==> src/design/msis_pkg.sv <==
`default_nettype none

package msis_pkg;

  localparam int unsigned BOOT_TICKS = 3;
  localparam logic [15:0] SPEED_LIMIT = 16'd250;

  localparam int unsigned CFG_IDX_W = 2;
  localparam int unsigned CFG_DATA_W = 32;

  localparam logic [CFG_IDX_W-1:0] CFG_MAX_EXPIRY = 2'd0;
  localparam logic [CFG_IDX_W-1:0] CFG_AXIS_MASK = 2'd1;
  localparam logic [CFG_IDX_W-1:0] CFG_BUS_MASK = 2'd2;

  typedef enum logic [1:0] {
    MODE_BOOT    = 2'd0,
    MODE_SAFE    = 2'd1,
    MODE_PERMIT  = 2'd2,
    MODE_LATCHED = 2'd3
  } mode_t;

  localparam logic [2:0] FAULT_NONE     = 3'd0;
  localparam logic [2:0] FAULT_CONFIG   = 3'd1;
  localparam logic [2:0] FAULT_TORQUE   = 3'd2;
  localparam logic [2:0] FAULT_BUS_TX   = 3'd3;
  localparam logic [2:0] FAULT_DROPOUT  = 3'd4;
  localparam logic [2:0] FAULT_ROLLBACK = 3'd5;
  localparam logic [2:0] FAULT_INVALID  = 3'd6;

  localparam logic [3:0] REJ_NONE        = 4'd0;
  localparam logic [3:0] REJ_NO_REQUEST  = 4'd1;
  localparam logic [3:0] REJ_UNAUTH      = 4'd2;
  localparam logic [3:0] REJ_UNSUPERVISED = 4'd3;
  localparam logic [3:0] REJ_EXPIRY_RANGE = 4'd4;
  localparam logic [3:0] REJ_EXPIRED     = 4'd5;
  localparam logic [3:0] REJ_REPLAY      = 4'd6;
  localparam logic [3:0] REJ_SPEED       = 4'd7;
  localparam logic [3:0] REJ_LOCKED      = 4'd8;
  localparam logic [3:0] REJ_FAULTED     = 4'd9;

  // status_flags bit positions
  localparam int unsigned ST_VALID    = 0;
  localparam int unsigned ST_RESET    = 1;
  localparam int unsigned ST_PERMIT   = 2;
  localparam int unsigned ST_DISABLED = 3;
  localparam int unsigned ST_DIGEST   = 4;

  // request_flags bit positions
  localparam int unsigned RQ_PRESENT = 0;
  localparam int unsigned RQ_AUTH    = 1;
  localparam int unsigned RQ_SUPER   = 2;
  localparam int unsigned RQ_STOP    = 3;

  typedef struct packed {
    logic [31:0] now_time_ms;
    logic [4:0]  status_flags;
    logic [31:0] observed_torque_mask;
    logic [15:0] observed_bus_mask;
    logic [3:0]  request_flags;
    logic [15:0] request_expiry_ms;
    logic [31:0] request_issued_ms;
    logic [31:0] request_sequence;
    logic [15:0] request_speed_permille;
  } msis_in_t;

  typedef struct packed {
    logic [1:0]  mode;
    logic [2:0]  fault_code;
    logic        fault_flag;
    logic        heartbeat;
    logic [3:0]  reject_code;
    logic [31:0] accepted_sequence;
  } msis_out_t;

  typedef struct packed {
    logic [15:0] max_expiry_ms;
    logic [31:0] axis_mask;
    logic [15:0] bus_mask;
  } msis_cfg_t;

  typedef struct packed {
    mode_t       mode;
    logic [2:0]  fault;
    logic        fault_flag;
    logic        heartbeat;
    logic [3:0]  reject;
    logic [31:0] accepted_seq;
    logic [31:0] highest_seq;
    logic [31:0] last_time;
    logic        time_seen;
    logic        permit_seen;
    logic [1:0]  boot_count;
  } msis_state_t;

  localparam msis_cfg_t CFG_RESET = '{
    max_expiry_ms: 16'd1000,
    axis_mask:     32'hFFFF_FFFF,
    bus_mask:      16'hFFFF
  };

  localparam msis_state_t STATE_RESET = '{
    mode:         MODE_BOOT,
    fault:        FAULT_NONE,
    fault_flag:   1'b0,
    heartbeat:    1'b0,
    reject:       REJ_NO_REQUEST,
    accepted_seq: 32'd0,
    highest_seq:  32'd0,
    last_time:    32'd0,
    time_seen:    1'b0,
    permit_seen:  1'b0,
    boot_count:   2'd0
  };

endpackage

`default_nettype wire

==> src/design/msis_core.sv <==
`default_nettype none

module msis_core
  import msis_pkg::*;
(
  input  wire msis_state_t state,
  input  wire msis_cfg_t   cfg,
  input  wire msis_in_t    item,
  output msis_state_t      state_nxt
);

  function automatic msis_state_t raise_fault(msis_state_t s, logic [2:0] code);
    msis_state_t f;
    f = s;
    f.heartbeat  = 1'b0;
    f.mode       = MODE_LATCHED;
    f.fault      = code;
    f.fault_flag = 1'b1;
    f.reject     = REJ_FAULTED;
    return f;
  endfunction

  logic        valid, reset_req, permit, disabled, digest;
  logic        clear_ok;
  logic [31:0] elapsed;
  logic [3:0]  rej;

  assign valid     = item.status_flags[ST_VALID];
  assign reset_req = item.status_flags[ST_RESET];
  assign permit    = item.status_flags[ST_PERMIT];
  assign disabled  = item.status_flags[ST_DISABLED];
  assign digest    = item.status_flags[ST_DIGEST];

  // unmasked observed masks must both be quiet to leave the latched state
  assign clear_ok = reset_req && !permit && disabled && digest &&
                    (item.observed_torque_mask == '0) && (item.observed_bus_mask == '0);

  assign elapsed = item.now_time_ms - item.request_issued_ms;

  // first failing check wins
  always_comb begin
    if (!item.request_flags[RQ_PRESENT]) begin
      rej = REJ_NO_REQUEST;
    end else if (!item.request_flags[RQ_AUTH]) begin
      rej = REJ_UNAUTH;
    end else if (!item.request_flags[RQ_SUPER]) begin
      rej = REJ_UNSUPERVISED;
    end else if ((item.request_expiry_ms == '0) ||
                 (item.request_expiry_ms > cfg.max_expiry_ms)) begin
      rej = REJ_EXPIRY_RANGE;
    end else if (elapsed > {16'd0, item.request_expiry_ms}) begin
      rej = REJ_EXPIRED;
    end else if (item.request_sequence <= state.highest_seq) begin
      rej = REJ_REPLAY;
    end else if (item.request_speed_permille > SPEED_LIMIT) begin
      rej = REJ_SPEED;
    end else if (!item.request_flags[RQ_STOP]) begin
      rej = REJ_LOCKED;
    end else begin
      rej = REJ_NONE;
    end
  end

  always_comb begin
    state_nxt = state;
    if (!valid) begin
      state_nxt = raise_fault(state, FAULT_INVALID);
    end else if (state.mode == MODE_LATCHED) begin
      state_nxt.heartbeat = 1'b0;
      if (clear_ok) begin
        state_nxt.mode        = MODE_SAFE;
        state_nxt.fault       = FAULT_NONE;
        state_nxt.fault_flag  = 1'b0;
        state_nxt.reject      = REJ_NO_REQUEST;
        state_nxt.permit_seen = 1'b0;
        state_nxt.boot_count  = 2'd0;
      end
    end else if (state.time_seen && (item.now_time_ms < state.last_time)) begin
      state_nxt = raise_fault(state, FAULT_ROLLBACK);
    end else begin
      state_nxt.heartbeat = ~state.heartbeat;
      state_nxt.time_seen = 1'b1;
      state_nxt.last_time = item.now_time_ms;
      if (!digest) begin
        state_nxt = raise_fault(state_nxt, FAULT_CONFIG);
      end else if (!disabled || ((item.observed_torque_mask & cfg.axis_mask) != '0)) begin
        state_nxt = raise_fault(state_nxt, FAULT_TORQUE);
      end else if ((item.observed_bus_mask & cfg.bus_mask) != '0) begin
        state_nxt = raise_fault(state_nxt, FAULT_BUS_TX);
      end else if (state.permit_seen && !permit) begin
        state_nxt = raise_fault(state_nxt, FAULT_DROPOUT);
      end else if (32'(state.boot_count) < BOOT_TICKS) begin
        state_nxt.boot_count = state.boot_count + 2'd1;
        state_nxt.mode       = MODE_BOOT;
        state_nxt.reject     = REJ_NO_REQUEST;
      end else if (!permit) begin
        state_nxt.mode   = MODE_SAFE;
        state_nxt.reject = REJ_NO_REQUEST;
      end else begin
        state_nxt.permit_seen = 1'b1;
        state_nxt.mode        = MODE_PERMIT;
        state_nxt.reject      = rej;
        if (rej == REJ_NONE) begin
          state_nxt.highest_seq  = item.request_sequence;
          state_nxt.accepted_seq = item.request_sequence;
        end
      end
    end
  end

endmodule

`default_nettype wire

==> src/design/motion_safety_interlock_supervisor.sv <==
// Motion safety interlock supervisor.
//
// in_valid/in_stall/in_data carry one control tick per word; a word is taken
// on a clock edge with in_valid high and in_stall low. Every tick yields one
// result word on out_valid/out_stall/out_data, holding the safety mode, the
// fault code and flag, the heartbeat, the request reject code and the last
// accepted stop sequence, all as they stand after that tick.
// cfg_valid/cfg_ready/cfg_index/cfg_data write the expiry limit (index 0),
// the axis mask (1) and the bus mask (2); cfg_ready is always high and
// unknown indexes are dropped. Write configuration only while idle.
// A tick passes the input register, then the result register, on its way
// to out_data. One tick per cycle is sustained while the receiver does not
// stall: the whole check chain sits between the input register and the
// result register, and the state updates in that cycle. When the receiver
// stalls, the result and input registers hold and in_stall rises in the
// same cycle; nothing is lost or repeated. Reset (rst_n low, synchronous)
// clears both stages, returns to boot hold with no fault and reloads the configuration defaults.
`default_nettype none

module motion_safety_interlock_supervisor
  import msis_pkg::*;
(
  input  wire                  clk,
  input  wire                  rst_n,

  input  wire                  in_valid,
  output logic                 in_stall,
  input  wire msis_in_t        in_data,

  output logic                 out_valid,
  input  wire                  out_stall,
  output msis_out_t            out_data,

  input  wire                  cfg_valid,
  output logic                 cfg_ready,
  input  wire [CFG_IDX_W-1:0]  cfg_index,
  input  wire [CFG_DATA_W-1:0] cfg_data
);

  logic        in_valid_r;
  msis_in_t    in_data_r;
  logic        out_valid_r;
  msis_out_t   out_data_r;
  msis_state_t state_r;
  msis_state_t state_nxt;
  msis_cfg_t   cfg_r;
  logic        advance;

  // move both stages whenever the result slot is free or being taken
  assign advance   = !out_valid_r || !out_stall;
  assign in_stall  = !advance;
  assign cfg_ready = 1'b1;
  assign out_valid = out_valid_r;
  assign out_data  = out_data_r;

  msis_core u_core (
    .state     (state_r),
    .cfg       (cfg_r),
    .item      (in_data_r),
    .state_nxt (state_nxt)
  );

  // control and state
  always_ff @(posedge clk) begin
    if (!rst_n) begin
      in_valid_r  <= 1'b0;
      out_valid_r <= 1'b0;
      state_r     <= STATE_RESET;
      cfg_r       <= CFG_RESET;
    end else begin
      if (advance) begin
        in_valid_r  <= in_valid;
        out_valid_r <= in_valid_r;
        if (in_valid_r) begin
          state_r <= state_nxt;
        end
      end
      if (cfg_valid) begin
        case (cfg_index)
          CFG_MAX_EXPIRY: cfg_r.max_expiry_ms <= cfg_data[15:0];
          CFG_AXIS_MASK:  cfg_r.axis_mask     <= cfg_data;
          CFG_BUS_MASK:   cfg_r.bus_mask      <= cfg_data[15:0];
          default:        ;
        endcase
      end
    end
  end

  // payload: no reset needed
  always_ff @(posedge clk) begin
    if (advance) begin
      in_data_r <= in_data;
      if (in_valid_r) begin
        out_data_r.mode              <= state_nxt.mode;
        out_data_r.fault_code        <= state_nxt.fault;
        out_data_r.fault_flag        <= state_nxt.fault_flag;
        out_data_r.heartbeat         <= state_nxt.heartbeat;
        out_data_r.reject_code       <= state_nxt.reject;
        out_data_r.accepted_sequence <= state_nxt.accepted_seq;
      end
    end
  end

endmodule

`default_nettype wire

==> config.mk <==
export PLATFORM = sky130hd
export DESIGN_NAME = motion_safety_interlock_supervisor
export DESIGN_NICKNAME = d
export VERILOG_FILES = /design/src/design/msis_pkg.sv /design/src/design/msis_core.sv /design/src/design/motion_safety_interlock_supervisor.sv
export SDC_FILE = /design/constraint.sdc
export NUM_CORES = 1
export LEC_CHECK = 0
export ABC_CLOCK_PERIOD_IN_PS = 24300
export BUFFER_PORTS_ARGS = -buffer_cell sky130_fd_sc_hd__buf_2
export CAP_MARGIN = 20
export CORE_ASPECT_RATIO = 1.2
export CORE_MARGIN = 3
export CORE_UTILIZATION = 52
export CTS_BUF_LIST = sky130_fd_sc_hd__clkbuf_2 sky130_fd_sc_hd__clkbuf_4 sky130_fd_sc_hd__clkbuf_8
export DETAILED_ROUTE_END_ITERATION = 16
export GPL_TIMING_DRIVEN = 0
export PLACE_DENSITY = 0.78
export SYNTH_ARGS = -nofsm -noshare
export SYNTH_HDL_FRONTEND = slang
export SYNTH_SLANG_ARGS = --single-unit
==> constraint.sdc <==
create_clock -name clk -period 24.3 [get_ports clk]
set_clock_uncertainty 0.2 [all_clocks]
set_input_delay 2.43 -clock clk [delete_from_list [all_inputs] [get_ports clk]]
set_output_delay 2.43 -clock clk [all_outputs]
set_load 0.03 [all_outputs]
### After elaboration in Yosys (flattened, before gate mapping)

Cells that the tools add are included.

* output and inout port bits: 46
* input bits: 224
* flip-flop bits (word level): 405
* word-level logic and storage cells: 123

* $add $sub $neg: 2
* magnitude comparators: 6
* multiplexer cells: 33
* reductions and logical operators: 33
* equality and inequality tests: 9
* bitwise operators: 9

Operators by type and width (count)
* $mux 111: 5
* $mux 64: 3
* $mux 97: 1
* $mux 68: 1
* $mux 4: 11
* $and 32x32->32: 1
* $gt 32x16->1: 1
* $le 32x32->1: 1
* $logic_not 16->1: 2
* $logic_not 32->1: 1
* $lt 32x32->1: 1
* $reduce_bool 32->1: 1
* $sub 32x32->32: 1
* $and 16x16->16: 1
* $gt 16x16->1: 1
* $gt 16x8->1 const B: 1
* $reduce_bool 16->1: 1
* $ne 2x1->1 const B: 6
* $reduce_and 12->1: 1
* $mux 11: 1
* $reduce_and 11->1: 1
* $reduce_and 10->1: 1
* $mux 3: 3
* $mux 2: 4
* 16 further kinds: 41

### Longest topological paths before layout

* depth after elaboration: 19
* mapped depth: 22
* mapped depth without buffers: 20

### Cells and area by module

A second synthesis with hierarchy kept.

* cell total of the unflattened synthesis: 1885
* area total of the unflattened synthesis: 20825.0 µm²

Modules (own cells, without submodules)
* motion_safety_interlock_supervisor: cells an instance 965, area each 14014.7 µm², instances 1, sequential area each 10390.0 µm²
* msis_core: cells an instance 920, area each 6810.3 µm², instances 1, sequential area each 0.0 µm²

### Least setup slack after synthesis

OpenSTA, ideal clock, no wires.

* path kind: input-to-output
* from: in out_stall
* to: out in_stall
* arrival: 7.511 ns
* stages: 2
* path buffers: 0
* required time: 21.670 ns
* setup slack: 14.159 ns
* cell sequence: nand2_1 inv_1

* word-level cells in the longest chain between the ends: 3

RTL lines
* start: declaration: RTL line motion_safety_interlock_supervisor.sv:31 `input wire out_stall,`
* $logic_not 1->1: RTL line motion_safety_interlock_supervisor.sv:50 `assign advance = !out_valid_r || !out_stall;`
* $logic_or 1x1->1: RTL line motion_safety_interlock_supervisor.sv:50
* $logic_not 1->1: RTL line motion_safety_interlock_supervisor.sv:51 `assign in_stall = !advance;`
* end: declaration: RTL line motion_safety_interlock_supervisor.sv:27 `output logic in_stall,`

Every way passes these cells.

==> impl_metrics.json <==
{
  "cpMostUsedCell": "nor2_1",
  "number_of_instances_resized_during_post_cts_repair": 0,
  "criticalPathCategory": "reg -> reg",
  "power_density_mw_per_mm2": 70.87,
  "synth.mux.area_fraction_pct": 2.234,
  "numPortBuffers": 267,
  "antenna_found_initial": 2,
  "report.final.slew_viol_count": 0,
  "synth.net_count": 2152,
  "slew-limit-headroom_pct": 24.83,
  "asyncSetResetFlopFracSynth_pct": 0,
  "clock_tree_from_tritoncts": "yes",
  "total_power_w": 0.001576,
  "p_seq_share_pct": 49.5,
  "global_route_wire_length_before_repair_um": 76490,
  "peak_fanout_along_the_critical_path": 10,
  "total_switching_power_w": 0.0004128,
  "core_area_mm2": 0.03538,
  "max_slew.worst_pin.slew_ns": 1.099,
  "max_cap_violations": 0,
  "dpl.hpwl_um": 35520,
  "synth-seq-area-share_pct": 55.05,
  "hp-class": "reg -> reg",
  "status": "finished, final reports clean",
  "count_of_pins_on_the_block_boundary": 270,
  "h-tree-depth": 3,
  "peakVddDrop_v": 0.00005456,
  "post_cts_hold_buffer_count": 0,
  "synth_enable_flop_cells": 228,
  "combinational_family_with_the_most_area_after_synthesis": "simple AND/OR/NAND/NOR gates",
  "initial_utilization_pct": 53.35,
  "clk_path_buf_depth": 3,
  "fin_setup_tns_ns": 0,
  "post-synth-top-area-fraction_pct": 36.28,
  "worst_setup_path_start_kind": "register",
  "syn_inst": 1800,
  "final_routed_wirelength_across_all_metal_layers_um": 47560,
  "share_of_final_layout_standard_cells_stronger_than_drive_strength_1_pct": 20.23,
  "r2r_setup_slack_ns": 17.70,
  "switching_share_pct": 26.19,
  "synth.most_common_cell": "nand2_1",
  "drt_first_iter_violations": 1288,
  "synth.top_cells.by_area": "edfxtp_1, dfxtp_1, ha_1",
  "dominantRegCellSynth": "edfxtp_1",
  "syn_to_final_growth_pct": 17.84,
  "critPathTopFamily": "simple AND/OR/NAND/NOR gates",
  "num_vias": 14860,
  "synth.distinct_cells": 75,
  "wl_per_cell_um": 17.89,
  "detailed_place.area_mm2": 0.02087,
  "setup-violations-final": 0,
  "drt.antenna.violating_nets": 0,
  "viasPerCell": 5.590,
  "die_outline_width_um": 179.9,
  "synth_area_leader_cell": "edfxtp_1",
  "max_freq_ghz": 0.1515,
  "final.min_clock_period_ns": 6.601,
  "finalWeightedCongestion": 0.9148,
  "tritoncts.num_buffers": 67,
  "clk_transition_reported_paths_ns": 0.06,
  "tritoncts_sink_count": 405,
  "drc": 0,
  "yosys_warnings": 0,
  "postCtsSetupBuffers": 0,
  "synthXorXnorAreaFrac_pct": 0.9745,
  "critical-path-slowest-cell": "a2111oi_0",
  "maximum_number_of_pins_on_one_net_before_global_route_repair": 71,
  "unrepaired_setup_endpoints_after_global_routing": "false",
  "drt-pass1-iter-count": 6,
  "postSynthAreaPerCell_um2": 10.49,
  "final_min_period_over_clock_period_pct": 27.17,
  "worstPathCellList": "ha_1 > nand2_1 > a2111oi_0 > nor3b_1 > o21ai_0 > nor2b_1 > nor2_1 > xnor2_1 > ha_1 > nand4_1 > nor2_1 > nand4_1 > nor3_1 > o22ai_1 > a221o_1 > nor4_4 > nand4_2 > nor2_1 > buf_2 > mux2_2",
  "clockPowerShare_pct": 38.4,
  "total_leakage_power_nw": 9.398,
  "pwr-share-comb_pct": 12.1,
  "floorplan.rows": 75,
  "internal_power_w": 0.001163,
  "synth_area_mm2": 0.01887,
  "synth_simple_gate_area_share_pct": 14.41,
  "postLayoutCellArea_mm2": 0.02224,
  "critical_path_required_ns": 24.45,
  "cp.buffers_inverters": 1,
  "critical-path-max-stage-delay_ns": 0.89,
  "grt_overflow_total": 0,
  "cp.arrival_ns": 6.75,
  "clock_latency_ns": 0.60,
  "final_hold_viol_count": 0,
  "grt_pass1_vias": 14930,
  "post_synth_most_frequent_cells": "nand2_1, edfxtp_1, dfxtp_1",
  "synth_seq_cells": 405,
  "die-height_um": 214.7,
  "synth_adder_area_share_pct": 8.526,
  "synth_compound_gate_area_share_pct": 13.55,
  "global_route.usage.total_pct": 24.09,
  "worstSetupEndpointType": "register",
  "nets": 2492,
  "fp.dieArea_mm2": 0.03863,
  "clock_tree.root_cell": "clkbuf_8"
}
[area by class of cell]
| cell class | instances | area, um^2 |
|---|---|---|
| fill | 2877 | 13140 |
| sequential | 405 | 10390 |
| multi-input combinational | 1152 | 7502 |
| timing repair buffer | 271 | 1409 |
| clock buffer | 100 | 1226 |
| inverter | 173 | 650.6 |
| tap | 462 | 578.1 |
| buffer | 70 | 339.1 |
| clock inverter | 24 | 142.6 |
| antenna | 1 | 2.502 |
[path summary, 6_finish.rpt]
| kind | start | endpoint | cells past startpoint |
|---|---|---|---|
| max | in_data_r[158] | out_data[14] | 20 |
| min | state_r[102] | state_r[102] | 2 |
| max reg2reg | in_data_r[158] | out_data[14] | 20 |
| min reg2reg | state_r[102] | state_r[102] | 2 |
[state kept, by name, summed over array words and instances (netlist names)]
signal      count
cfg_r          64
in_data_r     185
in_valid_r      1
out_data       43
out_valid       1
state_r       111
[per-stage QoR]
step | hold slack [ns] | std cells | worst slack [ns] | utilization (%)
detailed placement | 0.2421 | 2533 | 17.81 | 58.99
CTS | 0.2491 | 2657 | 17.77 | 62.86
global placement | 0.2398 | 2529 | 11.65 | 58.76
floorplan | 0.2304 | 1800 | 14.16 | -
finish | 0.2485 | 2658 | 17.70 | 62.86
global route | 0.2827 | 2657 | 17.14 | 62.86
[tightest hold or removal path, stage by stage, from the launching register on]
cell     delay (ns)
dfxtp_1        0.31
nand3_1        0.06
nand2_1        0.04
[metal layers]
layer	vias to the layer above	wire [um]	global-route usage [%]
met4	2	1006	6.680
met5	-	13	0
met2	562	23170	41.39
li1	7171	-	-
met3	86	3414	4.600
met1	7036	19960	31.32
[kinds of logic after synthesis]
logic type,count (synthesis)
and+or+nand+nor,588
adders and majority gates,128
other,1
muxes,38
xor gates and xnor gates,21
AOI/OAI and AO/OA,376
DFF,405
buffers and inverters,243
[layout by cell type, fill, tap and decap left out, drive strengths merged, types with 4 or more instances in the layout]
cell type,netlist,final
o22ai,68,68
clkinv,1,19
mux2,33,33
o2111ai,4,4
a21boi,45,45
nand3b,8,8
nand3,78,78
nor4,25,25
or3,6,6
dfxtp,177,177
and2,6,6
xnor2,13,13
a22o,5,5
nor2,47,47
edfxtp,228,228
a22oi,21,21
a211oi,10,10
o21ai,50,50
nand2b,8,8
buf,24,295
a21o,34,34
o211ai,9,9
nand2,327,327
nor2b,11,11
o21bai,4,4
xor2,8,8
inv,172,176
a21oi,60,60
nor3b,4,4
nor3,16,16
ha,127,127
mux2i,5,5
a211o,7,7
clkbuf,46,146
a31oi,6,6
a221oi,6,6
a2111oi,6,6
nand4,36,36
o31ai,4,4
o21a,14,14
[power by group through the flow]
stage                     logic, W  registers [W]  clock network (W)
final                     0.000191       0.000780           0.000605
after detailed placement  0.000189       0.000794                  0
after global routing      0.000216       0.000783           0.000653
after CTS                 0.000191       0.000780           0.000616
after global placement    0.000183       0.000796                  0
after floorplan           0.000125       0.000790                  0
No activity file was read; power rests on OpenSTA's default activity.
